[src/pbm_pkg.sv]
// Shared types and constants for the PBM frame packer.
// No dependencies.
`timescale 1ns / 1ps
`default_nettype none

package pbm_pkg;

    localparam int FRAME_WIDTH  = 400;
    localparam int FRAME_HEIGHT = 300;
    localparam int ROW_BYTES    = FRAME_WIDTH / 8;
    localparam int TOTAL_BYTES  = ROW_BYTES * FRAME_HEIGHT;
    localparam int IDX_W        = $clog2(TOTAL_BYTES + 1);
    localparam int NUM_MAX      = 65535;
    localparam int QDEPTH       = 4;
    localparam int QPTR_W       = $clog2(QDEPTH);

    localparam logic [7:0] CH_P    = 8'h50;
    localparam logic [7:0] CH_HASH = 8'h23;
    localparam logic [7:0] CH_0    = 8'h30;
    localparam logic [7:0] CH_1    = 8'h31;
    localparam logic [7:0] CH_4    = 8'h34;
    localparam logic [7:0] CH_9    = 8'h39;
    localparam logic [7:0] CH_SP   = 8'h20;
    localparam logic [7:0] CH_LF   = 8'h0A;
    localparam logic [7:0] CH_CR   = 8'h0D;
    localparam logic [7:0] CH_TAB  = 8'h09;
    localparam logic [7:0] MSB_BIT = 8'h80;
    localparam logic [7:0] ALL_ONES = 8'hFF;
    localparam logic [4:0] DEC_BASE = 5'd10;

    typedef enum logic [3:0] {
        PH_MAGIC = 4'd0,
        PH_WSKIP = 4'd1,
        PH_WDIG  = 4'd2,
        PH_HSKIP = 4'd3,
        PH_HDIG  = 4'd4,
        PH_DSKIP = 4'd5,
        PH_RAW   = 4'd6,
        PH_DONE  = 4'd7
    } t_phase;

    typedef enum logic [1:0] {
        EV_CLEAR  = 2'd0,
        EV_WRITE  = 2'd1,
        EV_STATUS = 2'd2
    } t_event;

    typedef enum logic [2:0] {
        ST_OK        = 3'd0,
        ST_BAD_MAGIC = 3'd1,
        ST_BAD_NUM   = 3'd2,
        ST_MISMATCH  = 3'd3,
        ST_SHORT     = 3'd4,
        ST_BAD_PIXEL = 3'd5
    } t_status;

    typedef struct packed {
        t_event      kind;
        logic [13:0] addr;
        logic [7:0]  val;
        t_status     st;
    } t_result;

    // All results caused by one input byte; count is 0..3.
    typedef struct packed {
        logic [1:0]        count;
        t_result [2:0]     res;
    } t_bundle;

    typedef struct packed {
        logic full;
        logic empty;
    } t_qstat;

endpackage

`default_nettype wire

[src/pbm_front.sv]
// Front end: header and pixel parser, one byte per cycle while the queue is not full, at most one bundle out per byte.
// Depends on pbm_pkg.
`timescale 1ns / 1ps
`default_nettype none

module pbm_front (
    input  wire logic            i_clk,
    input  wire logic            i_rst_n,
    input  wire logic            i_valid,
    output logic                 o_stall,
    input  wire logic [7:0]      i_file_byte,
    input  wire logic            i_file_end,
    input  wire pbm_pkg::t_qstat i_qstat,
    output logic                 o_push,
    output pbm_pkg::t_bundle     o_bundle
);
    import pbm_pkg::*;

    t_phase             r_phase,   n_phase;
    logic               r_raster,  n_raster;
    logic               r_comment, n_comment;
    logic [15:0]        r_acc,     n_acc;
    logic [15:0]        r_width,   n_width;
    logic [8:0]         r_col,     n_col;
    logic [8:0]         r_row,     n_row;
    logic [IDX_W-1:0]   r_idx,     n_idx;
    logic [7:0]         r_partial, n_partial;
    logic [1:0]         r_seen,    n_seen;
    t_bundle            w_bundle;
    logic               w_accept;

    function automatic logic [15:0] add_digit(input logic [15:0] a, input logic [7:0] c);
        logic [19:0] v;
        v = {4'b0, a} * {15'b0, DEC_BASE} + {16'b0, c[3:0]};
        return (v > 20'(NUM_MAX)) ? 16'(NUM_MAX) : v[15:0];
    endfunction

    // Returns {consumed, new comment flag}.
    function automatic logic [1:0] skip_fn(input logic ic, input logic [7:0] c);
        logic sp;
        sp = (c == CH_SP) || (c == CH_LF) || (c == CH_CR) || (c == CH_TAB);
        if (ic)
            return {1'b1, (c != CH_LF)};
        else if (c == CH_HASH)
            return 2'b11;
        else
            return {sp, 1'b0};
    endfunction

    function automatic t_result mk(input t_event k, input logic [13:0] a,
                                   input logic [7:0] v, input t_status s);
        t_result r;
        r.kind = k;
        r.addr = a;
        r.val  = v;
        r.st   = s;
        return r;
    endfunction

    assign w_accept = i_valid && !i_qstat.full;

    // Next-state and result computation
    always_comb begin
        t_bundle      b;
        logic [1:0]   cnt;
        logic         fin;
        t_status      fin_st;
        logic         do_hs, do_hd, hd_ds, do_ds, do_raw;
        logic [1:0]   sk;
        logic         digit;
        logic [7:0]   c;
        logic [15:0]  addr_full;

        n_phase   = r_phase;
        n_raster  = r_raster;
        n_comment = r_comment;
        n_acc     = r_acc;
        n_width   = r_width;
        n_col     = r_col;
        n_row     = r_row;
        n_idx     = r_idx;
        n_partial = r_partial;
        n_seen    = r_seen;
        b         = '0;
        cnt       = 2'd0;
        fin       = 1'b0;
        fin_st    = ST_OK;
        do_hs     = 1'b0;
        do_hd     = 1'b0;
        hd_ds     = 1'b0;
        do_ds     = 1'b0;
        do_raw    = 1'b0;
        sk        = 2'b00;
        c         = i_file_byte;
        digit     = (c >= CH_0) && (c <= CH_9);
        addr_full = '0;

        case (r_phase)
            PH_MAGIC: begin
                if (r_seen == 2'd0) begin
                    if (c != CH_P) begin
                        fin = 1'b1; fin_st = ST_BAD_MAGIC;
                    end else begin
                        n_seen = 2'd1;
                        if (i_file_end) begin fin = 1'b1; fin_st = ST_BAD_MAGIC; end
                    end
                end else begin
                    if (c != CH_1 && c != CH_4) begin
                        fin = 1'b1; fin_st = ST_BAD_MAGIC;
                    end else begin
                        n_raster  = (c == CH_4);
                        n_seen    = 2'd2;
                        n_phase   = PH_WSKIP;
                        n_comment = 1'b0;
                        if (i_file_end) begin fin = 1'b1; fin_st = ST_BAD_MAGIC; end
                    end
                end
            end
            PH_WSKIP, PH_HSKIP: do_hs = 1'b1;
            PH_WDIG: begin
                if (digit) begin
                    n_acc = add_digit(r_acc, c);
                    if (i_file_end) begin fin = 1'b1; fin_st = ST_BAD_NUM; end
                end else begin
                    n_width   = r_acc;
                    n_acc     = '0;
                    n_comment = 1'b0;
                    n_phase   = PH_HSKIP;
                    do_hs     = 1'b1;
                end
            end
            PH_HDIG: begin
                if (digit) begin
                    n_acc = add_digit(r_acc, c);
                    do_hd = i_file_end;
                end else begin
                    do_hd = 1'b1;
                    hd_ds = 1'b1;
                end
            end
            PH_DSKIP: do_ds  = 1'b1;
            PH_RAW:   do_raw = 1'b1;
            default: ;
        endcase

        if (do_hs) begin
            sk        = skip_fn(n_comment, c);
            n_comment = sk[0];
            if (sk[1]) begin
                if (i_file_end) begin fin = 1'b1; fin_st = ST_BAD_NUM; end
            end else if (!digit) begin
                fin = 1'b1; fin_st = ST_BAD_NUM;
            end else begin
                n_acc = add_digit(16'd0, c);
                if (n_phase == PH_WSKIP) begin
                    n_phase = PH_WDIG;
                    if (i_file_end) begin fin = 1'b1; fin_st = ST_BAD_NUM; end
                end else begin
                    n_phase = PH_HDIG;
                    do_hd   = i_file_end;
                end
            end
        end

        // Height complete: size check, then clear event
        if (do_hd) begin
            if (n_width != 16'(FRAME_WIDTH) || n_acc != 16'(FRAME_HEIGHT)) begin
                fin = 1'b1; fin_st = ST_MISMATCH;
            end else begin
                b.res[cnt] = mk(EV_CLEAR, '0, '0, ST_OK);
                cnt        = cnt + 2'd1;
                n_phase    = PH_DSKIP;
                n_comment  = 1'b0;
                if (hd_ds)
                    do_ds = 1'b1;
                else begin
                    fin = 1'b1; fin_st = n_raster ? ST_BAD_NUM : ST_SHORT;
                end
            end
        end

        if (do_ds) begin
            sk = skip_fn(n_comment, c);
            if (sk[1]) begin
                n_comment = sk[0];
                if (i_file_end) begin
                    fin = 1'b1; fin_st = n_raster ? ST_BAD_NUM : ST_SHORT;
                end
            end else if (n_raster) begin
                n_comment = 1'b0;
                n_phase   = PH_RAW;
                do_raw    = 1'b1;
            end else if (c != CH_0 && c != CH_1) begin
                fin = 1'b1; fin_st = ST_BAD_PIXEL;
            end else begin
                if (c == CH_1)
                    n_partial = n_partial & ~(MSB_BIT >> n_col[2:0]);
                // Byte full, or last pixel of a ragged row
                if (n_col[2:0] == 3'd7 || ({1'b0, n_col} + 10'd1) >= 10'(FRAME_WIDTH)) begin
                    addr_full  = 16'({7'b0, n_row} * 16'(ROW_BYTES)) + {10'b0, n_col[8:3]};
                    b.res[cnt] = mk(EV_WRITE, addr_full[13:0], n_partial, ST_OK);
                    cnt        = cnt + 2'd1;
                    n_partial  = ALL_ONES;
                end
                n_col = n_col + 9'd1;
                if (n_col >= 9'(FRAME_WIDTH)) begin
                    n_col = '0;
                    n_row = n_row + 9'd1;
                    if (n_row >= 9'(FRAME_HEIGHT)) begin
                        fin = 1'b1; fin_st = ST_OK;
                    end else if (i_file_end) begin
                        fin = 1'b1; fin_st = ST_SHORT;
                    end
                end else if (i_file_end) begin
                    fin = 1'b1; fin_st = ST_SHORT;
                end
            end
        end

        if (do_raw) begin
            if (i_file_end && ({1'b0, n_idx} + 1'b1) < (IDX_W + 1)'(TOTAL_BYTES)) begin
                // Partial raw frame is thrown away by a second clear
                if (n_idx != '0) begin
                    b.res[cnt] = mk(EV_CLEAR, '0, '0, ST_OK);
                    cnt        = cnt + 2'd1;
                end
                fin = 1'b1; fin_st = ST_SHORT;
            end else begin
                b.res[cnt] = mk(EV_WRITE, 14'(n_idx), c, ST_OK);
                cnt        = cnt + 2'd1;
                n_idx      = n_idx + 1'b1;
                if (n_idx >= IDX_W'(TOTAL_BYTES)) begin fin = 1'b1; fin_st = ST_OK; end
            end
        end

        if (fin) begin
            b.res[cnt] = mk(EV_STATUS, '0, '0, fin_st);
            cnt        = cnt + 2'd1;
            n_phase    = PH_DONE;
        end
        b.count = cnt;

        if (i_file_end) begin
            n_phase   = PH_MAGIC;
            n_raster  = 1'b0;
            n_comment = 1'b0;
            n_acc     = '0;
            n_width   = '0;
            n_col     = '0;
            n_row     = '0;
            n_idx     = '0;
            n_partial = ALL_ONES;
            n_seen    = 2'd0;
        end

        w_bundle = b;
    end

    // Outputs
    always_comb begin
        o_stall  = i_qstat.full;
        o_push   = w_accept && (w_bundle.count != 2'd0);
        o_bundle = w_bundle;
    end

    always_ff @(posedge i_clk) begin
        if (!i_rst_n) begin
            r_phase   <= PH_MAGIC;
            r_raster  <= 1'b0;
            r_comment <= 1'b0;
            r_acc     <= '0;
            r_width   <= '0;
            r_col     <= '0;
            r_row     <= '0;
            r_idx     <= '0;
            r_partial <= ALL_ONES;
            r_seen    <= 2'd0;
        end else if (w_accept) begin
            r_phase   <= n_phase;
            r_raster  <= n_raster;
            r_comment <= n_comment;
            r_acc     <= n_acc;
            r_width   <= n_width;
            r_col     <= n_col;
            r_row     <= n_row;
            r_idx     <= n_idx;
            r_partial <= n_partial;
            r_seen    <= n_seen;
        end
    end

endmodule

`default_nettype wire

[src/pbm_queue.sv]
// Short bundle queue between parser and output serialiser.
// Depends on pbm_pkg.
`timescale 1ns / 1ps
`default_nettype none

module pbm_queue (
    input  wire logic             i_clk,
    input  wire logic             i_rst_n,
    input  wire logic             i_push,
    input  wire pbm_pkg::t_bundle i_bundle,
    input  wire logic             i_pop,
    output pbm_pkg::t_bundle      o_head,
    output pbm_pkg::t_qstat       o_qstat
);
    import pbm_pkg::*;

    t_bundle           r_mem [QDEPTH];
    logic [QPTR_W-1:0] r_wr, n_wr;
    logic [QPTR_W-1:0] r_rd, n_rd;
    logic [QPTR_W:0]   r_count, n_count;

    always_comb begin
        n_wr    = i_push ? r_wr + 1'b1 : r_wr;
        n_rd    = i_pop  ? r_rd + 1'b1 : r_rd;
        n_count = r_count + {{QPTR_W{1'b0}}, i_push} - {{QPTR_W{1'b0}}, i_pop};
    end

    assign o_head        = r_mem[r_rd];
    assign o_qstat.full  = (r_count == (QPTR_W + 1)'(QDEPTH));
    assign o_qstat.empty = (r_count == '0);

    always_ff @(posedge i_clk) begin
        if (i_push)
            r_mem[r_wr] <= i_bundle;
    end

    always_ff @(posedge i_clk) begin
        if (!i_rst_n) begin
            r_wr    <= '0;
            r_rd    <= '0;
            r_count <= '0;
        end else begin
            r_wr    <= n_wr;
            r_rd    <= n_rd;
            r_count <= n_count;
        end
    end

endmodule

`default_nettype wire

[src/pbm_back.sv]
// Back end: splits queued bundles into single results behind an output register.
// Depends on pbm_pkg.
`timescale 1ns / 1ps
`default_nettype none

module pbm_back (
    input  wire logic             i_clk,
    input  wire logic             i_rst_n,
    input  wire pbm_pkg::t_bundle i_head,
    input  wire pbm_pkg::t_qstat  i_qstat,
    output logic                  o_pop,
    output logic                  o_valid,
    input  wire logic             i_stall,
    output logic [1:0]            o_event_kind,
    output logic [13:0]           o_byte_address,
    output logic [7:0]            o_byte_value,
    output logic [2:0]            o_status_code,
    output logic                  o_run_end
);
    import pbm_pkg::*;

    logic        r_valid, n_valid;
    logic [1:0]  r_sel,   n_sel;
    t_result     r_res;
    logic        r_last;
    logic        w_load;
    logic        w_pop;

    always_comb begin
        // Output register free, or its transaction completes now
        w_load  = !i_qstat.empty && (!r_valid || !i_stall);
        w_pop   = w_load && (r_sel == i_head.count - 2'd1);
        n_sel   = w_load ? (w_pop ? 2'd0 : r_sel + 2'd1) : r_sel;
        n_valid = w_load || (r_valid && i_stall);
    end

    assign o_pop          = w_pop;
    assign o_valid        = r_valid;
    assign o_event_kind   = r_res.kind;
    assign o_byte_address = r_res.addr;
    assign o_byte_value   = r_res.val;
    assign o_status_code  = r_res.st;
    assign o_run_end      = r_last;

    always_ff @(posedge i_clk) begin
        if (w_load) begin
            r_res  <= i_head.res[r_sel];
            r_last <= w_pop;
        end
    end

    always_ff @(posedge i_clk) begin
        if (!i_rst_n) begin
            r_valid <= 1'b0;
            r_sel   <= 2'd0;
        end else begin
            r_valid <= n_valid;
            r_sel   <= n_sel;
        end
    end

endmodule

`default_nettype wire

[src/pbm_to_mono_frame_packer_top.sv]
// Top level of the PBM (P1/P4) to mono frame packer.
// Depends on pbm_pkg, pbm_front, pbm_queue, pbm_back.
//
//  channel | valid   | stall   | payload
//  --------+---------+---------+----------------------------------------------
//  input   | i_valid | o_stall | i_file_byte, i_file_end
//  output  | o_valid | i_stall | o_event_kind, o_byte_address, o_byte_value,
//          |         |         | o_status_code, o_run_end
//
// One file byte is taken per cycle while the four-entry bundle queue has room.
// Results leave one per cycle from the output register while i_stall is low; the
// up to three results caused by one byte leave one after another.
// A byte's first result passes through the bundle queue and then the output register.
// Reset is synchronous, active low, and leaves the parser expecting a magic byte.
// o_stall rises only when the queue is full; output stall holds the result.
`timescale 1ns / 1ps
`default_nettype none

module pbm_to_mono_frame_packer_top (
    input  wire logic        i_clk,
    input  wire logic        i_rst_n,
    input  wire logic        i_valid,
    output logic             o_stall,
    input  wire logic [7:0]  i_file_byte,
    input  wire logic        i_file_end,
    output logic             o_valid,
    input  wire logic        i_stall,
    output logic [1:0]       o_event_kind,
    output logic [13:0]      o_byte_address,
    output logic [7:0]       o_byte_value,
    output logic [2:0]       o_status_code,
    output logic             o_run_end
);
    import pbm_pkg::*;

    t_qstat  w_qstat;
    t_bundle w_push_bundle;
    t_bundle w_head;
    logic    w_push;
    logic    w_pop;

    pbm_front u_front (
        .i_clk       (i_clk),
        .i_rst_n     (i_rst_n),
        .i_valid     (i_valid),
        .o_stall     (o_stall),
        .i_file_byte (i_file_byte),
        .i_file_end  (i_file_end),
        .i_qstat     (w_qstat),
        .o_push      (w_push),
        .o_bundle    (w_push_bundle)
    );

    pbm_queue u_queue (
        .i_clk    (i_clk),
        .i_rst_n  (i_rst_n),
        .i_push   (w_push),
        .i_bundle (w_push_bundle),
        .i_pop    (w_pop),
        .o_head   (w_head),
        .o_qstat  (w_qstat)
    );

    pbm_back u_back (
        .i_clk          (i_clk),
        .i_rst_n        (i_rst_n),
        .i_head         (w_head),
        .i_qstat        (w_qstat),
        .o_pop          (w_pop),
        .o_valid        (o_valid),
        .i_stall        (i_stall),
        .o_event_kind   (o_event_kind),
        .o_byte_address (o_byte_address),
        .o_byte_value   (o_byte_value),
        .o_status_code  (o_status_code),
        .o_run_end      (o_run_end)
    );

endmodule

`default_nettype wire

[config.mk]
export PLATFORM = sky130hd
export DESIGN_NAME = pbm_to_mono_frame_packer_top
export DESIGN_NICKNAME = d
export VERILOG_FILES = /design/src/pbm_pkg.sv /design/src/pbm_front.sv /design/src/pbm_queue.sv /design/src/pbm_back.sv /design/src/pbm_to_mono_frame_packer_top.sv
export SDC_FILE = /design/constraint.sdc
export NUM_CORES = 1
export LEC_CHECK = 0
export ABC_AREA = 1
export BUFFER_PORTS_ARGS = -buffer_cell sky130_fd_sc_hd__buf_2
export CAP_MARGIN = 5
export CORE_UTILIZATION = 34
export CTS_CLUSTER_SIZE = 40
export DETAILED_ROUTE_END_ITERATION = 12
export SLEW_MARGIN = 10
export SYNTH_ARGS = -nofsm -noshare
export SYNTH_HDL_FRONTEND = slang
export SYNTH_HIERARCHICAL = 1
export SYNTH_SLANG_ARGS = --single-unit
[constraint.sdc]
create_clock -name i_clk -period 18.7 [get_ports i_clk]
set_input_delay 2.805 -clock i_clk [delete_from_list [all_inputs] [get_ports i_clk]]
set_output_delay 2.805 -clock i_clk [all_outputs]
set_load 0.05 [all_outputs]
==> results of run 1 <==
logic make-up after synthesis:
family	synth area share
AO/OA/AOI/OAI	0.141
other	0.000151
XOR/XNOR	0.0120
adder cells (fa/ha/maj)	0.0494
buffers and inverters	0.104
AND/OR/NAND/NOR	0.183
flip-flops	0.511
sequential cells by signal, summed over array words and instances (netlist names), 2 cells and up, named ones only:
register	cells
u_queue/r_mem	332
u_front/r_acc	16
u_front/r_width	16
u_back/o_byte_address	14
u_front/r_idx	14
u_front/r_col	9
u_front/r_row	9
u_back/o_byte_value	8
u_front/r_partial	8
u_front/r_phase	4
u_back/o_status_code	3
u_queue/r_count	3
u_back/o_event_kind	2
u_back/r_sel	2
u_front/r_seen	2
u_queue/r_rd	2
u_queue/r_wr	2
layer usage:
| metal | GRT usage | part of all wire | vias to the layer above |
|---|---|---|---|
| li1 | - | - | 9273 |
| met1 | 0.237 | 0.48 | 8504 |
| met2 | 0.249 | 0.43 | 475 |
| met3 | 0.0256 | 0.066 | 79 |
| met4 | 0.0380 | 0.018 | 2 |
| met5 | 0 | 0.00027 | - |
Yosys cell counts (all sizes together), types with 2 or more instances:
master,n
buf,107
nand3,138
a31oi,8
o311ai,3
nor2,193
o21ai,232
xor2,28
nor4,8
nor3,30
inv,434
nand3b,5
a21oi,208
clkinv,5
nand4,32
o22ai,17
clkbuf,26
ha,85
o2111ai,2
or2,6
nand2,596
edfxtp,360
xnor2,6
fa,8
o21bai,5
o221ai,3
a21boi,3
o21a,4
nor3b,3
dfxtp,92
a221oi,2
o211ai,87
a22oi,7
a211oi,14
area by class of cell:
cell class                      instances  area [sq um]
Multi-Input combinational cell       1765          9650
Clock inverter                         30           353
Inverter                              439          1660
Tap cell                              950          1190
Clock buffer                           57          1220
Antenna cell                            1          2.50
Sequential cell                       452         12700
Fill cell                            7230         44800
Timing Repair Buffer                   59           350
power by group through the flow:
| stage | Combinational, uW | Clock (uW) | Sequential [uW] |
|---|---|---|---|
| 2_1_floorplan | 552 | 0 | 1470 |
| 4_1_cts | 875 | 977 | 1350 |
| 3_5_place_dp | 872 | 0 | 1370 |
| 3_3_place_gp | 869 | 0 | 1370 |
| 5_1_grt | 971 | 1010 | 1360 |
| 6_report | 872 | 956 | 1350 |
tightest hold or removal path, cell delays in order, from the launching register on:
cell,delay [ns]
dfxtp_1,0.33
a21oi_1,0.06
nand2_1,0.05
how the worst min path moves through the flow:
stage | start | end | slack, ns | depth (start not counted)
2_1_floorplan | u_front/r_partial[0] | u_front/r_partial[0] | 0.43 | 2
3_3_place_gp | u_front/r_partial[3] | u_front/r_partial[3] | 0.43 | 2
3_5_place_dp | u_front/r_partial[3] | u_front/r_partial[3] | 0.45 | 2
4_1_cts | u_front/r_partial[3] | u_front/r_partial[3] | 0.46 | 2
5_1_grt | u_front/r_partial[3] | u_front/r_partial[3] | 0.49 | 2
6_report | u_front/r_partial[3] | u_front/r_partial[3] | 0.46 | 2
stage by stage:
stage	hold slack (ns)	cell area, sq um	worst slack, ns
2_1_floorplan	0.427	24900	9.90
3_3_place_gp	0.435	25500	8.92
3_5_place_dp	0.445	25500	8.85
4_1_cts	0.458	27100	9.49
5_1_grt	0.487	27100	8.71
6_report	0.462	27100	9.56
==> metrics.txt, run 1 <==
status finished clean; total congestion overflow 0; Clock Tree Buf Depth 3; worst-case clock skew 0.0278 ns; hpwl dp approximately 40000 um; Clk network pwr share 0.301; data required time at the worst endpoint 18.90 ns; initial antenna violation count 4; Die X 272 um; Power Density 117 nW/um^2; Slew @ Worst Pin between 1 and 1.5 ns; Final Instance Count excl. Fillers 3753; final critical path time including I/O delays and setup 9.14 ns; DRT Wirelength 60000 um; most common cell after layout, fill and taps aside nand2_1; count of routing violations after the opening detailed-route iteration 1599; worst path bufs/invs 6; Chip Height 272 um; utilization of the core after routing 0.377; area of the mapped netlist between 20000 and 25000 sq um; reg2reg start u_front/r_acc[1]; worst slew slack as a fraction of its limit 0.317; number of flops mapped to enable cells by yosys 360; main area contributors after synthesis edfxtp_1 44%, nand2_1 8.6%, dfxtp_1 7.4%; net switching component of the power 1120 uW; most frequent cells in the layout 567 x nand2_1, 417 x inv_1, 360 x edfxtp_1, 202 x a21oi_1, 165 x nor2_1; largest driver fanout on the critical path 64; top-area cell type share of the netlist area 0.436; combinational cell fraction of total power 0.275; pin count of the biggest net entering global routing 251; sequential fraction of design power 0.424; number of clock sinks 452; cell with the largest stage delay on the worst path buf_4; hold violation total from the final report 0; largest area contributor in the synthesized netlist edfxtp_1; setup TNS 0 ns; via total after detailed routing 18300; Area Growth Syn to Fin 9.32%; routed length per instance 16.0 um; Crit path largest cell delay about 0.86 ns; proportion of layout cells with a drive suffix above 1 0.0871; Hold/Removal Path Class flip-flop to flip-flop; worst flop-to-flop path endpoint u_queue/r_mem[3][2]; data arrival time of the worst path 9.35 ns; Gate Count Post-Synth around 2800; Root Buffer clkbuf_16; switching part of the total power 0.353; async set or reset register ratio after synthesis 0; number of warnings issued by yosys 6; max-slew violation count 0; DRC errors left 0; register-to-register path setup slack 10.94 ns; clock slew seen by the registers of the worst setup and hold paths 0.06 ns; post-CTS repair timing setup buffer count 0; gpl congestion between 0.8 and 0.9; kind of end point of the critical path flip-flop; family with the most delay on the worst path simple AND/OR/NAND/NOR gates; antenna violation net count after detailed routing 0; dominant synthesized flop cell edfxtp_1; design internal power 2050 uW; via count of the first global-routing pass 16900; area of the core 71900 sq um; total die area 74000 sq um; number of CTS-inserted buffers 47; number of placed I/O pins 43; number of library cell types mapped by synthesis 67; RSZ-0062 raised after global routing false; initial standard-cell utilization of the core 0.345; final number of setup-violating endpoints 0; mean post-synth cell area 8.96 sq um; number of hold buffers added after cts 0; number of max-cap violations 0; post-placement cell count around 3700; count of buffers from port buffering 42; via/cell ratio 4.88; count of cells resized by post-cts repair 0; depth of the critical timing path with buffers and inverters included 32; critical setup path kind input port to flip-flop; worst IR drop on VDD 0.000106 V; sequential area share after synthesis 0.511; capture point of the critical path u_queue/r_mem[3][2]; crit path launch type input port; upper clock frequency limit 0.109 GHz; startpoint of the worst setup timing path i_file_byte[1]; number of cells on the worst reg-to-reg path 40; Total Nets Final 2870; insertion delay of the later-clocked pin in the worst-skew pair about 0.61 ns; ratio of final minimum period to clock period 0.489; TritonCTS clock tree yes; first-pass GRT wire length 94500 um; PnR Total Power 3170 uW; detailed-router iteration count before antenna repair 6; standard-cell row count 98; GR Util All Layers 0.162; Leak 0.0108 uW; Crit path top cell by count nand2_1; post-synthesis sequential element count 452; total number of H-tree levels 2
(Power assumes the default switching activity.)
==> run 2: changes to the inputs <==
- clock period: 18.7 -> 7.9 ns (I/O delays scaled with it)
==> run 2 against run 1 <==
  * Count of clock-buffer cells in the layout decreased by 1
  * Total power increased by 140%
  * Hold slack got worse by 0.0039 ns
  * Combinational power increased by 140%
  * Non-clock buffer count increased by 10
  * Highest routed layer unchanged
  * Sequential share of layout area decreased by 0.21 points
  * Global-route usage increased by 0.25 points
  * First-iteration DRC count decreased by 2.3%
==> metrics.txt, run 2 (synthesis results as in run 1) <==
n_diodes 0; status finished clean; ratio of final minimum period to clock period 0.914; number of CTS-inserted buffers 46; Top Metal Used met5; Chip Height roughly 270 um; routed length per instance 16.3 um; first-pass GRT wire length 96400 um; worst path bufs/invs 3; hold violation total from the final report 0; register name with the most flops u_queue/r_mem; minimum setup slack after placement 0.545 ns; switching part of the total power 0.353; largest driver fanout on the critical path 26; Crit path top cell by count nand2_1; setup TNS 0 ns; insertion delay of the later-clocked pin in the worst-skew pair 0.59 ns; most frequent cells in the layout 567 x nand2_1, 417 x inv_1, 360 x edfxtp_1, 202 x a21oi_1, 165 x nor2_1; worst slew slack as a fraction of its limit 0.231; clock slew seen by the registers of the worst setup and hold paths 0.06 ns; depth of the critical timing path with buffers and inverters included 40; data arrival time of the worst path 7.49 ns; total number of H-tree levels 2; Area Growth Syn to Fin 9.80%; number of clock sinks 452; count of cells resized by post-cts repair 0; total die area 74000 sq um; area of the multi-input gates 9650 sq um; kind of end point of the critical path flip-flop; DRC errors left 0; final critical path time including I/O delays and setup 7.22 ns; sequential standard cell area roughly 13000 sq um; Slew @ Worst Pin approximately 1.2 ns; antenna violation net count after detailed routing 0; upper clock frequency limit 0.138 GHz; Leak 0.0108 uW; detailed-router iteration count before antenna repair 6; Total Nets Final 2879; Top Registers u_queue/r_mem x332, u_front/r_acc x16, u_front/r_width x16; worst IR drop on VDD 0.000280 V; count of buffers from port buffering 42; via total after detailed routing 18600; net switching component of the power 2640 uW; number of cells on the worst reg-to-reg path 40; RSZ-0062 raised after global routing false; number of placed I/O pins between 40 and 50; WHS Path Cells 2; sum of met3 wire segment lengths after detailed routing 3670 um; number of max-cap violations 0; TritonCTS clock tree yes; max-slew violation count 0; number of fillers in the final layout 7293; proportion of layout cells with a drive suffix above 1 0.0890; Final Instance Count excl. Fillers 3758; initial antenna violation count 3; area of the core 71900 sq um; DRT Wirelength 61400 um; hpwl dp 42600 um; most common cell after layout, fill and taps aside nand2_1; sequential fraction of design power 0.424; total routed wire length on the met1 layer 29500 um; via/cell ratio 4.95; post-CTS repair timing setup buffer count 0; initial standard-cell utilization of the core 0.345; Clk network pwr share 0.293; Crit path largest cell delay 0.56 ns; Power Density between 200 and 300 nW/um^2; Clock Tree Buf Depth 3; final number of setup-violating endpoints 0; family with the most delay on the worst path simple AND/OR/NAND/NOR gates; worst setup slack after layout 0.679 ns; design internal power between 4000 and 5000 uW; cell with the largest stage delay on the worst path dfxtp_1; met2 wire length around 27000 um; number of flip-flops under the largest register name about 330; crit path launch type flip-flop; gpl congestion 0.880; post-placement cell count about 3700; via count of the first global-routing pass 17200; Root Buffer clkbuf_16; Die X 272 um; combinational cell fraction of total power 0.283; critical setup path kind flip-flop to flip-flop; pin count of the biggest net entering global routing between 200 and 300; Hold/Removal Path Class flip-flop to flip-flop; worst-case clock skew 0.0240 ns; data required time at the worst endpoint 8.17 ns; Fin Hold WS 0.458 ns; GR Util All Layers 0.164; count of routing violations after the opening detailed-route iteration 1562; standard-cell row count 98; number of hold buffers added after cts 0; total congestion overflow 0
-- run 2: cell count changes in the layout (fill, tap and decap cells not counted), sizes merged --
cell      change
clkinv        -6
clkinvlp      +2
buf          +10
inv           +1
clkbuf        -1
diode         -1
-- run 2: power by group through the flow --
stage / logic, uW / registers [uW] / clock network, uW
global route: 2340 / 3220 / 2340
CTS: 2130 / 3180 / 2250
finish: 2120 / 3180 / 2200
floorplan: 1310 / 3470 / 0
global placement: 2110 / 3230 / 0
detailed placement: 2120 / 3230 / 0
-- run 2: stage by stage --
| step | area, sq um | power (uW) | util |
|---|---|---|---|
| final | 27200 | 7490 | 0.379 |
| after global routing | 27200 | 7900 | 0.379 |
| after CTS | 27200 | 7560 | 0.379 |
| after detailed placement | 25700 | 5350 | 0.358 |
| after global placement | 25700 | 5330 | 0.358 |
| after floorplan | 24900 | 4780 | - |
-- run 2: tightest hold or removal path: cells and delay by family, from the launching register on --
| family | cells | cell delay (ns) |
|---|---|---|
| buffers and inverters | 1 | 0.06 |
| flip-flops | 1 | 0.30 |
| AO/OA/AOI/OAI | 1 | 0.07 |
-- run 2: area by class of cell --
| cell class | instances | share of cell area |
|---|---|---|
| inverter | 439 | 0.0612 |
| clock buffer | 56 | 0.0437 |
| timing repair buffer | 69 | 0.0198 |
| multi-input combinational | 1765 | 0.355 |
| clock inverter | 27 | 0.0119 |
| tap | 950 | 0.0437 |
| sequential | 452 | 0.465 |
-- run 2: worst paths after layout --
path	slack, ns	endpoint	from
hold / removal	0.46	flip-flop	u_queue/r_rd[1]
setup / recovery	0.68	u_queue/r_mem[0][63]	u_front/r_acc[1]
setup reg to reg	0.68	u_queue/r_mem[0][63]	u_front/r_acc[1]
hold reg to reg	0.46	flip-flop	u_queue/r_rd[1]
-- run 2: metal layers --
layer | vias to the layer above | track usage
met4 | 2 | 0.0336
met5 | - | 0
li1 | 9291 | -
met2 | 464 | 0.257
met3 | 66 | 0.0236
met1 | 8770 | 0.240
